`src/hw/rtl/zfla_pkg.sv`:
```
// Shared types and constants of the zoned free-list allocator.
// Request and response structs, opcode and status codes, register layout.
// No dependencies; every other file of the block but zfla_ram refers to this package.
`default_nettype none

package zfla_pkg;

  // Payload field widths
  localparam int unsigned SLOT_W   = 5;
  localparam int unsigned ZONE_W   = 2;
  localparam int unsigned STATUS_W = 2;

  // Configuration register file
  localparam int unsigned CFG_W     = 6;
  localparam int unsigned CFG_IDX_W = 3;
  localparam int unsigned NUM_REGS  = 4;
  localparam int unsigned REG_IW    = 2;

  localparam logic [CFG_W-1:0] REG_RST [NUM_REGS] = '{6'd32, 6'd0, 6'd0, 6'd0};

  typedef enum logic [0:0] {
    OP_ALLOC = 1'b0,
    OP_FREE  = 1'b1
  } op_e;

  typedef enum logic [STATUS_W-1:0] {
    ST_OK        = 2'd0,
    ST_EXHAUSTED = 2'd1,
    ST_RANGE     = 2'd2
  } status_e;

  typedef struct packed {
    op_e               op;
    logic [ZONE_W-1:0] zone;
    logic [SLOT_W-1:0] slot_in;
  } req_t;

  typedef struct packed {
    status_e           status;
    logic [SLOT_W-1:0] slot_out;
  } rsp_t;

endpackage

`default_nettype wire

```
`src/hw/rtl/zfla_ram.sv`:
```
// Generic simple dual-port RAM with one write port and a registered read port.
// Width and depth are parameters; no reset on the storage or the read data.
// Standalone, used by the allocator for the shared next-slot links.
`default_nettype none

module zfla_ram #(
  parameter int unsigned WIDTH = 8,
  parameter int unsigned DEPTH = 16
) (
  input  wire logic                     clk_i,
  input  wire logic                     we_i,
  input  wire logic [$clog2(DEPTH)-1:0] waddr_i,
  input  wire logic [WIDTH-1:0]         wdata_i,
  input  wire logic                     re_i,
  input  wire logic [$clog2(DEPTH)-1:0] raddr_i,
  output logic      [WIDTH-1:0]         rdata_o
);

  logic [WIDTH-1:0] mem_q [DEPTH];
  logic [WIDTH-1:0] rdata_q;

  // Write and read; the read data is registered
  always_ff @(posedge clk_i) begin
    if (we_i) begin
      mem_q[waddr_i] <= wdata_i;
    end
    if (re_i) begin
      rdata_q <= mem_q[raddr_i];
    end
  end

  assign rdata_o = rdata_q;

endmodule

`default_nettype wire

```
`src/hw/rtl/zoned_free_list_allocator.sv`:
```
// Top level of the zoned free-list allocator: per-zone head, tail and count,
// with the links of all zones in one next-slot RAM. Uses zfla_pkg, zfla_ram.
//
// Usage:
//   Requests arrive on req_i and are taken at a clock edge with start high
//   and busy low. Each transaction yields exactly one response on rsp_o,
//   marked by done_o for one cycle, in the cycle after the request was taken.
//   A free or any rejected request leaves busy low, so a new transaction can
//   follow in the next cycle. An allocate that pops a slot holds busy high
//   for one cycle while the link of the popped slot is read from the
//   next-slot RAM and becomes the new head. That RAM read is what sets the
//   allocate rate.
//   The cfg port writes one slot-count register per edge with cfg_we_i high;
//   a write re-initializes that zone's free list to slots 0 to n-1. Write it
//   only while no transaction is in flight.
//   Reset makes zone 0 hold 32 slots and the other zones none. Links that
//   were never written since the last init of their zone read as slot plus
//   one, through one valid flag per RAM entry that reset clears at once, so
//   no clearing pass is needed.
//   Responses are not back-pressured: the receiver must take done_o when it
//   is shown.
`default_nettype none

module zoned_free_list_allocator #(
  parameter int unsigned SLOTS = 32,
  parameter int unsigned ZONES = 4
) (
  input  wire logic                          clk_i,
  input  wire logic                          rst_ni,
  input  wire logic                          start,
  output logic                               busy,
  input  wire zfla_pkg::req_t                req_i,
  output logic                               done_o,
  output zfla_pkg::rsp_t                     rsp_o,
  input  wire logic                          cfg_we_i,
  input  wire logic [zfla_pkg::CFG_IDX_W-1:0] cfg_idx_i,
  input  wire logic [zfla_pkg::CFG_W-1:0]    cfg_wdata_i
);

  localparam int unsigned SW    = $clog2(SLOTS);
  localparam int unsigned CW    = $clog2(SLOTS + 1);
  localparam int unsigned ZW    = (ZONES > 1) ? $clog2(ZONES) : 1;
  localparam int unsigned DEPTH = ZONES * SLOTS;
  localparam int unsigned AW    = $clog2(DEPTH);
  localparam int unsigned MW    = (CW > zfla_pkg::CFG_W) ? CW : zfla_pkg::CFG_W;
  localparam int unsigned KW    = (CW > zfla_pkg::SLOT_W) ? CW : zfla_pkg::SLOT_W;

  typedef enum logic [0:0] {
    S_IDLE,
    S_READ
  } state_e;

  // Clamp a register value to the number of slots a zone can hold
  function automatic logic [CW-1:0] clamp_size(input logic [zfla_pkg::CFG_W-1:0] v);
    logic [MW-1:0] ext;
    ext = MW'(v);
    if (ext > MW'(SLOTS)) begin
      return CW'(SLOTS);
    end
    return CW'(ext);
  endfunction

  function automatic logic [SW-1:0] last_slot(input logic [CW-1:0] n);
    return (n == '0) ? '0 : SW'(n - CW'(1));
  endfunction

  function automatic logic [CW-1:0] reset_size(input int unsigned z);
    return (z < zfla_pkg::NUM_REGS) ? clamp_size(zfla_pkg::REG_RST[z]) : '0;
  endfunction

  function automatic logic [AW-1:0] link_addr(input logic [ZW-1:0] z,
                                               input logic [SW-1:0] s);
    return AW'(z) * AW'(SLOTS) + AW'(s);
  endfunction

  // Registers
  logic [zfla_pkg::CFG_W-1:0] zone_reg_q [zfla_pkg::NUM_REGS];
  logic [SW-1:0]              head_q [ZONES];
  logic [SW-1:0]              tail_q [ZONES];
  logic [CW-1:0]              cnt_q  [ZONES];
  logic [DEPTH-1:0]           vld_q;

  state_e         st_q, st_d;
  logic           done_q, done_d;
  zfla_pkg::rsp_t rsp_q, rsp_d;
  logic [ZW-1:0]  zidx_q;
  logic [SW-1:0]  pop_q;
  logic [AW-1:0]  raddr_q;

  // Zone sizes as currently configured
  logic [CW-1:0] zsize [ZONES];
  always_comb begin
    for (int z = 0; z < ZONES; z++) begin
      zsize[z] = (z < zfla_pkg::NUM_REGS) ? clamp_size(zone_reg_q[z]) : '0;
    end
  end

  // Decode the incoming transaction
  logic          accept;
  logic          zone_ok;
  logic [ZW-1:0] zidx;
  logic [CW-1:0] cur_cnt, cur_n;
  logic [SW-1:0] cur_head, cur_tail, free_slot;
  logic          slot_fits;
  logic          alloc_go, free_go;
  logic          ram_we, ram_re;
  logic [AW-1:0] ram_waddr, ram_raddr;
  logic [SW-1:0] ram_rdata;

  assign accept    = start && !busy;
  assign zone_ok   = 32'(req_i.zone) < ZONES;
  assign zidx      = ZW'(req_i.zone);
  assign cur_cnt   = zone_ok ? cnt_q[zidx]  : '0;
  assign cur_n     = zone_ok ? zsize[zidx]  : '0;
  assign cur_head  = zone_ok ? head_q[zidx] : '0;
  assign cur_tail  = zone_ok ? tail_q[zidx] : '0;
  assign slot_fits = KW'(req_i.slot_in) < KW'(cur_n);
  assign free_slot = SW'(req_i.slot_in);

  always_comb begin
    st_d     = st_q;
    done_d   = 1'b0;
    rsp_d    = '{status: zfla_pkg::ST_OK, slot_out: '0};
    alloc_go = 1'b0;
    free_go  = 1'b0;
    unique case (st_q)
      S_IDLE: begin
        if (accept) begin
          done_d = 1'b1;
          if (!zone_ok) begin
            rsp_d.status = (req_i.op == zfla_pkg::OP_ALLOC) ?
                           zfla_pkg::ST_EXHAUSTED : zfla_pkg::ST_RANGE;
          end else if (req_i.op == zfla_pkg::OP_ALLOC) begin
            if (cur_cnt == '0) begin
              rsp_d.status = zfla_pkg::ST_EXHAUSTED;
            end else begin
              rsp_d.slot_out = zfla_pkg::SLOT_W'(cur_head);
              alloc_go       = 1'b1;
              st_d           = S_READ;
            end
          end else begin
            if (!slot_fits || cur_cnt >= cur_n) begin
              rsp_d.status = zfla_pkg::ST_RANGE;
            end else begin
              free_go = 1'b1;
            end
          end
        end
      end
      S_READ: begin
        st_d = S_IDLE;
      end
      default: begin
        st_d = S_IDLE;
      end
    endcase
  end

  // Link a free onto the tail; fetch the link of a popped head. Both happen
  // only on a taken transaction, so a read and a write never share a cycle.
  assign ram_we    = free_go && (cur_cnt != '0);
  assign ram_waddr = link_addr(zidx, cur_tail);
  assign ram_re    = alloc_go;
  assign ram_raddr = link_addr(zidx, cur_head);

  zfla_ram #(
    .WIDTH (SW),
    .DEPTH (DEPTH)
  ) u_links (
    .clk_i   (clk_i),
    .we_i    (ram_we),
    .waddr_i (ram_waddr),
    .wdata_i (free_slot),
    .re_i    (ram_re),
    .raddr_i (ram_raddr),
    .rdata_o (ram_rdata)
  );

  // Link of the popped slot: stored value, or slot plus one if never written
  logic [SW-1:0] next_head;
  always_comb begin
    if (vld_q[raddr_q]) begin
      next_head = ram_rdata;
    end else if (32'(pop_q) == SLOTS - 1) begin
      next_head = '0;
    end else begin
      next_head = pop_q + SW'(1);
    end
  end

  logic          cfg_hit, cfg_zone;
  logic [ZW-1:0] cfg_z;
  logic [CW-1:0] cfg_n;
  assign cfg_hit  = cfg_we_i && (32'(cfg_idx_i) < zfla_pkg::NUM_REGS);
  assign cfg_zone = cfg_hit && (32'(cfg_idx_i) < ZONES);
  assign cfg_z    = ZW'(cfg_idx_i);
  assign cfg_n    = clamp_size(cfg_wdata_i);

  // State machine and registered response
  always_ff @(posedge clk_i or negedge rst_ni) begin
    if (!rst_ni) begin
      st_q   <= S_IDLE;
      done_q <= 1'b0;
    end else begin
      st_q   <= st_d;
      done_q <= done_d;
    end
  end

  always_ff @(posedge clk_i) begin
    if (accept) begin
      rsp_q   <= rsp_d;
      zidx_q  <= zidx;
      pop_q   <= cur_head;
      raddr_q <= ram_raddr;
    end
  end

  // Hold the slot-count registers
  always_ff @(posedge clk_i or negedge rst_ni) begin
    if (!rst_ni) begin
      for (int r = 0; r < zfla_pkg::NUM_REGS; r++) begin
        zone_reg_q[r] <= zfla_pkg::REG_RST[r];
      end
    end else if (cfg_hit) begin
      zone_reg_q[cfg_idx_i[zfla_pkg::REG_IW-1:0]] <= cfg_wdata_i;
    end
  end

  // Update head, tail and count of the zones
  always_ff @(posedge clk_i or negedge rst_ni) begin
    if (!rst_ni) begin
      for (int z = 0; z < ZONES; z++) begin
        head_q[z] <= '0;
        tail_q[z] <= last_slot(reset_size(z));
        cnt_q[z]  <= reset_size(z);
      end
    end else begin
      if (cfg_zone) begin
        head_q[cfg_z] <= '0;
        tail_q[cfg_z] <= last_slot(cfg_n);
        cnt_q[cfg_z]  <= cfg_n;
      end
      if (alloc_go) begin
        cnt_q[zidx] <= cur_cnt - CW'(1);
      end
      if (free_go) begin
        cnt_q[zidx]  <= cur_cnt + CW'(1);
        tail_q[zidx] <= free_slot;
        if (cur_cnt == '0) begin
          head_q[zidx] <= free_slot;
        end
      end
      if (st_q == S_READ) begin
        head_q[zidx_q] <= next_head;
      end
    end
  end

  // Track which links were written since their zone was last initialized
  always_ff @(posedge clk_i or negedge rst_ni) begin
    if (!rst_ni) begin
      vld_q <= '0;
    end else begin
      if (cfg_zone) begin
        for (int i = 0; i < DEPTH; i++) begin
          if (32'(cfg_z) == i / SLOTS) begin
            vld_q[i] <= 1'b0;
          end
        end
      end
      if (ram_we) begin
        vld_q[ram_waddr] <= 1'b1;
      end
    end
  end

  assign busy   = (st_q == S_READ);
  assign done_o = done_q;
  assign rsp_o  = rsp_q;

endmodule

`default_nettype wire

```
`config.mk`:
```
export PLATFORM = sky130hd
export DESIGN_NAME = zoned_free_list_allocator
export DESIGN_NICKNAME = d
export VERILOG_FILES = /design/src/hw/rtl/zfla_pkg.sv /design/src/hw/rtl/zfla_ram.sv /design/src/hw/rtl/zoned_free_list_allocator.sv
export SDC_FILE = /design/constraint.sdc
export NUM_CORES = 2
export LEC_CHECK = 0
export ABC_AREA = 1
export CORE_MARGIN = 2
export CORE_UTILIZATION = 69
export DETAILED_ROUTE_END_ITERATION = 8
export DONT_BUFFER_PORTS = 1
export PLACE_DENSITY = 0.85
export REMOVE_ABC_BUFFERS = 1
export SYNTH_ARGS = -nofsm -noshare
export SYNTH_HDL_FRONTEND = slang
export SYNTH_HIERARCHICAL = 1
export SYNTH_SLANG_ARGS = --single-unit
```
`constraint.sdc`:
```
create_clock -name clk_i -period 9 [get_ports clk_i]
set_input_delay 1.8 -clock clk_i [delete_from_list [all_inputs] [get_ports clk_i]]
set_output_delay 1.8 -clock clk_i [all_outputs]
set_load 0.01 [all_outputs]
```
==> flow_metrics.py <==
metrics = {
    "status": {
        "status": "completed",
    },
    "drt": {
        "drc_errors": 0,
        "finalWirelength_mm": 105,
        "wire_per_inst_microns": 21.8,
        "vias": 31100,
        "avgViaCountPerCell": 6.45,
        "postRouteAntennaNets": 0,
        "drtIter0Drc": 5376,
        "drtPass1Iterations": 8,
    },
    "cts": {
        "clock_path_buffers": 3,
        "root_buffer": "clkbuf_16",
        "insertion_delay_ns": 0.66,
        "cts_setup_buffers": 0,
        "tritoncts": "yes",
        "hold_buffers": 0,
        "cts_buffers": 86,
        "clk_pin_slew_ns": 0.07,
        "ctsResizeCount": 0,
        "clock-sinks": 877,
        "ctsHtreeMaxLevel": 3,
    },
    "finish": {
        "final-seq-area_sq_mm": 0.0253,
        "areaGrowthSynthToFinish_pct": 6.64,
        "antenna_cells": 0,
        "fin_util_pct": 74.7,
        "multi_input_area_sq_mm": 0.0125,
        "fin_nets": 4032,
        "final_area_sq_mm": 0.0424,
        "drive_gt1_share_pct": 4.87,
        "final.fill_count": 3600,
    },
    "critical_path": {
        "cp_common_cell": "nand2_1",
        "critPathLaunchType": "input port",
        "endpoint_kind": "flop",
        "r2r-end": "u_links/mem_q[25][2]$_DFFE_PP_",
        "slowest_stage": "nand2_1",
        "cp_data_arrival_time_ns": 7.63,
        "path_cells": "nand2_1 -> inv_2 -> nand2_1 -> o21ai_1 -> nor2_1 -> and2_1 -> ha_1 -> inv_1 -> nand2_1 -> nand2_1 -> nand2_1 -> nand2_1 -> nand2_1 -> nand2_1 -> nand2_1 -> nand2_1 -> nand2_1 -> nand2_1 -> nand2_1 -> nor2_4 -> nand2_4 -> nor2_8 -> nand2_1 -> nor2_1",
        "r2r-start": "zone_reg_q[1]$_DFFE_PN0P_",
        "reg2reg_depth": 20,
        "cp_slowest_stage_delay_ns": 1.02,
        "crit_type": "in -> reg",
        "reg2reg_slack_ns": 2.51,
        "crit_required_ns": 9.29,
        "cp_max_fo": 79,
    },
    "floorplanning": {
        "die-area_sq_mm": 0.0595,
        "core-area_sq_mm": 0.0567,
        "num_rows": 87,
        "num_io_pins": 30,
        "die-width_microns": 244,
        "start_util_pct": 70.1,
        "fp.dieH_microns": 244,
    },
    "grt": {
        "grt_pass1_wl_mm": 162,
        "overflow": 0,
        "track_usage_pct": 35.3,
        "grt_pass1_vias": 29900,
        "grt_max_degree": 219,
        "antenna_found_initial": 0,
    },
    "timing": {
        "slew_viol_final": 0,
        "fin_crit_sh_pct": 81.6,
        "setup_viol": 0,
        "rsz0062_at_grt": "no",
        "fmax_ghz": 0.136,
        "tightest_slew_ns": 1.28,
        "finalHoldViolCount": 0,
        "relSlewSlack_pct": 14.7,
        "clock-skew-final_ns": 0.0291,
        "period_minus_slack_ns": 7.34,
        "fin_setup_tns_ns": 0,
    },
    "flow_run": {
        "drv_cap": 0,
    },
    "synthesis": {
        "ys.flop_type": "edfxtp_1",
        "synthCells": 4119,
        "synth-seq-cells": 877,
        "yosysWarnings": 6,
        "syn_avg_cell_area_sq_um": 9.65,
        "seq_area_frac_synth_pct": 63.6,
        "yosysUniqueCellTypes": 49,
        "synth_edf_count": 659,
        "synthesis.area_sq_mm": 0.0397,
        "async_flop_share_pct": 24.9,
    },
    "hold_path": {
        "hp-start": "vld_q[6]$_DFF_PN0_",
        "min_to": "vld_q[6]$_DFF_PN0_",
        "min_path_cells": 2,
        "hold_class": "reg -> reg",
    },
    "placement": {
        "dp_hpwl_mm": 58.7,
        "placed_area_sq_mm": 0.0396,
        "gp_congestion": 0.964,
        "port_buffers": 0,
    },
    "pwr": {
        "ir_worst_vdd_v": 0.000244,
        "power_density_mw_per_mm2": 270,
        "power.leakage_nw": 16.8,
    },
}
through the flow:
stage / power [mW] / cells / hold WS, ns / setup slack (ns)
CTS: 11.3 / 4820 / 0.483 / 1.95
floorplan: 7.04 / 3878 / 0.448 / -3.70
detailed placement: 7.75 / 4663 / 0.466 / 1.34
finish: 11.4 / 4820 / 0.480 / 1.66
global placement: 7.67 / 4663 / 0.461 / 1.50
global route: 11.9 / 4820 / 0.502 / 1.44
worst max-delay path: cells and delay by family:
family,cells,cell delay [ns]
simple gates,20,4.80
compound gates,1,0.10
buf+inv,2,0.58
fa+ha+maj,1,0.27
placed cells by master (no fill, tap or decap), types with 3 or more instances in the layout:
| cell | synthesis | layout |
|---|---|---|
| clkinv_2 | 0 | 10 |
| a22oi_1 | 9 | 9 |
| nand3_1 | 788 | 783 |
| clkinv_1 | 7 | 25 |
| nor2_4 | 4 | 4 |
| buf_4 | 26 | 29 |
| xor2_1 | 7 | 7 |
| clkbuf_1 | 85 | 20 |
| edfxtp_1 | 659 | 659 |
| inv_2 | 6 | 6 |
| nand3b_1 | 5 | 5 |
| o211ai_1 | 7 | 7 |
| ha_1 | 16 | 16 |
| nand3_4 | 0 | 3 |
| inv_1 | 155 | 154 |
| nor2_1 | 211 | 209 |
| nor2_2 | 4 | 6 |
| a21oi_1 | 33 | 33 |
| dfstp_2 | 7 | 7 |
| nor3_1 | 19 | 18 |
| nand2_2 | 5 | 8 |
| nand4_1 | 12 | 12 |
| clkbuf_16 | 0 | 87 |
| bufinv_16 | 0 | 6 |
| nand2_1 | 1457 | 1454 |
| dfrtp_1 | 211 | 211 |
| clkbuf_8 | 0 | 9 |
| o21ai_0 | 191 | 191 |
| a21boi_0 | 7 | 7 |
| a31oi_1 | 7 | 7 |
| o22ai_1 | 6 | 6 |
| nand3_2 | 1 | 3 |
| o21ai_1 | 22 | 22 |
sequential cells by signal, indices dropped and copies added (netlist names), 2 cells and up:
| register | cells |
|---|---|
| rsp_o | 7 |
| vld_q | 128 |
| zone_reg_q | 24 |
| tail_q | 20 |
| u_links/mem_q | 640 |
| u_links/rdata_o | 5 |
| pop_q | 4 |
| head_q | 20 |
| cnt_q | 24 |
| zidx_q | 2 |
power by group:
part / internal [mW] / switching, mW
Sequential: 4.57 / 0.127
Combinational: 0.844 / 2.34
Clock: 2.03 / 1.52
worst max path at each step:
stage | startpoint | endpoint | slack [ns] | cells past startpoint
3_3_place_gp | req_i[6] | u_links/mem_q[115][2]$_DFFE_PP_ | 1.50 | 24
5_1_grt | req_i[6] | u_links/mem_q[67][2]$_DFFE_PP_ | 1.44 | 24
2_1_floorplan | req_i[6] | u_links/rdata_o[0]$_DFFE_PP_ | -3.70 | 15
3_5_place_dp | req_i[6] | u_links/mem_q[19][4]$_DFFE_PP_ | 1.34 | 24
6_report | req_i[6] | u_links/mem_q[25][2]$_DFFE_PP_ | 1.66 | 24
4_1_cts | req_i[6] | u_links/mem_q[25][0]$_DFFE_PP_ | 1.95 | 24
cell usage after synthesis (2+ instances only):
cell type	number	area share, %
a21boi_0	7	0.13
a21oi_1	33	0.42
a22o_1	2	0.044
a22oi_1	9	0.17
a31oi_1	7	0.11
and2_1	2	0.031
buf_1	23	0.22
buf_2	68	0.86
buf_4	26	0.49
buf_6	37	1.0
buf_8	2	0.076
clkbuf_1	85	0.80
clkinv_1	7	0.066
dfrtp_1	211	13
dfstp_2	7	0.46
edfxtp_1	659	50
ha_1	16	0.50
inv_1	155	1.5
inv_2	6	0.057
inv_4	2	0.031
nand2_1	1457	14
nand2_2	5	0.079
nand3_1	788	9.9
nand3b_1	5	0.094
nand4_1	12	0.19
nor2_1	211	2.0
nor2_2	4	0.063
nor2_4	4	0.11
nor3_1	19	0.24
o211ai_1	7	0.13
o21ai_0	191	2.4
o21ai_1	22	0.28
o22ai_1	6	0.094
or2_2	2	0.031
or4_1	2	0.038
xor2_1	7	0.15
per-layer routing:
layer | vias up | track usage, % | part of all wire [%]
met5 | - | 0 | 0
met4 | 0 | 18.5 | 5.0
met3 | 426 | 7.77 | 14
met2 | 2492 | 54.6 | 46
met1 | 14500 | 47.5 | 35
li1 | 13700 | - | -
logic make-up (layout without fill, tap and decap cells):
kind of cell | after synthesis | count (layout) | share of synthesized area (%)
adders and majority gates | 16 | 16 | 0.504
muxes | 1 | 1 | 0.0252
buffers and inverters | 412 | 357 | 5.13
xor gates and xnor gates | 7 | 7 | 0.154
DFF | 877 | 877 | 63.6
AOI/OAI and AO/OA | 291 | 291 | 3.93
and+or+nand+nor | 2515 | 2515 | 26.7
area by class of cell:
cell class / instances / share of cell area [%]
tap: 756 / 2.23
timing repair buffer: 29 / 0.514
clock buffer: 116 / 5.61
clock inverter: 41 / 0.992
sequential: 877 / 59.6
inverter: 171 / 1.54
multi-input combinational: 2830 / 29.5
No activity file was read; power rests on OpenSTA's default activity.
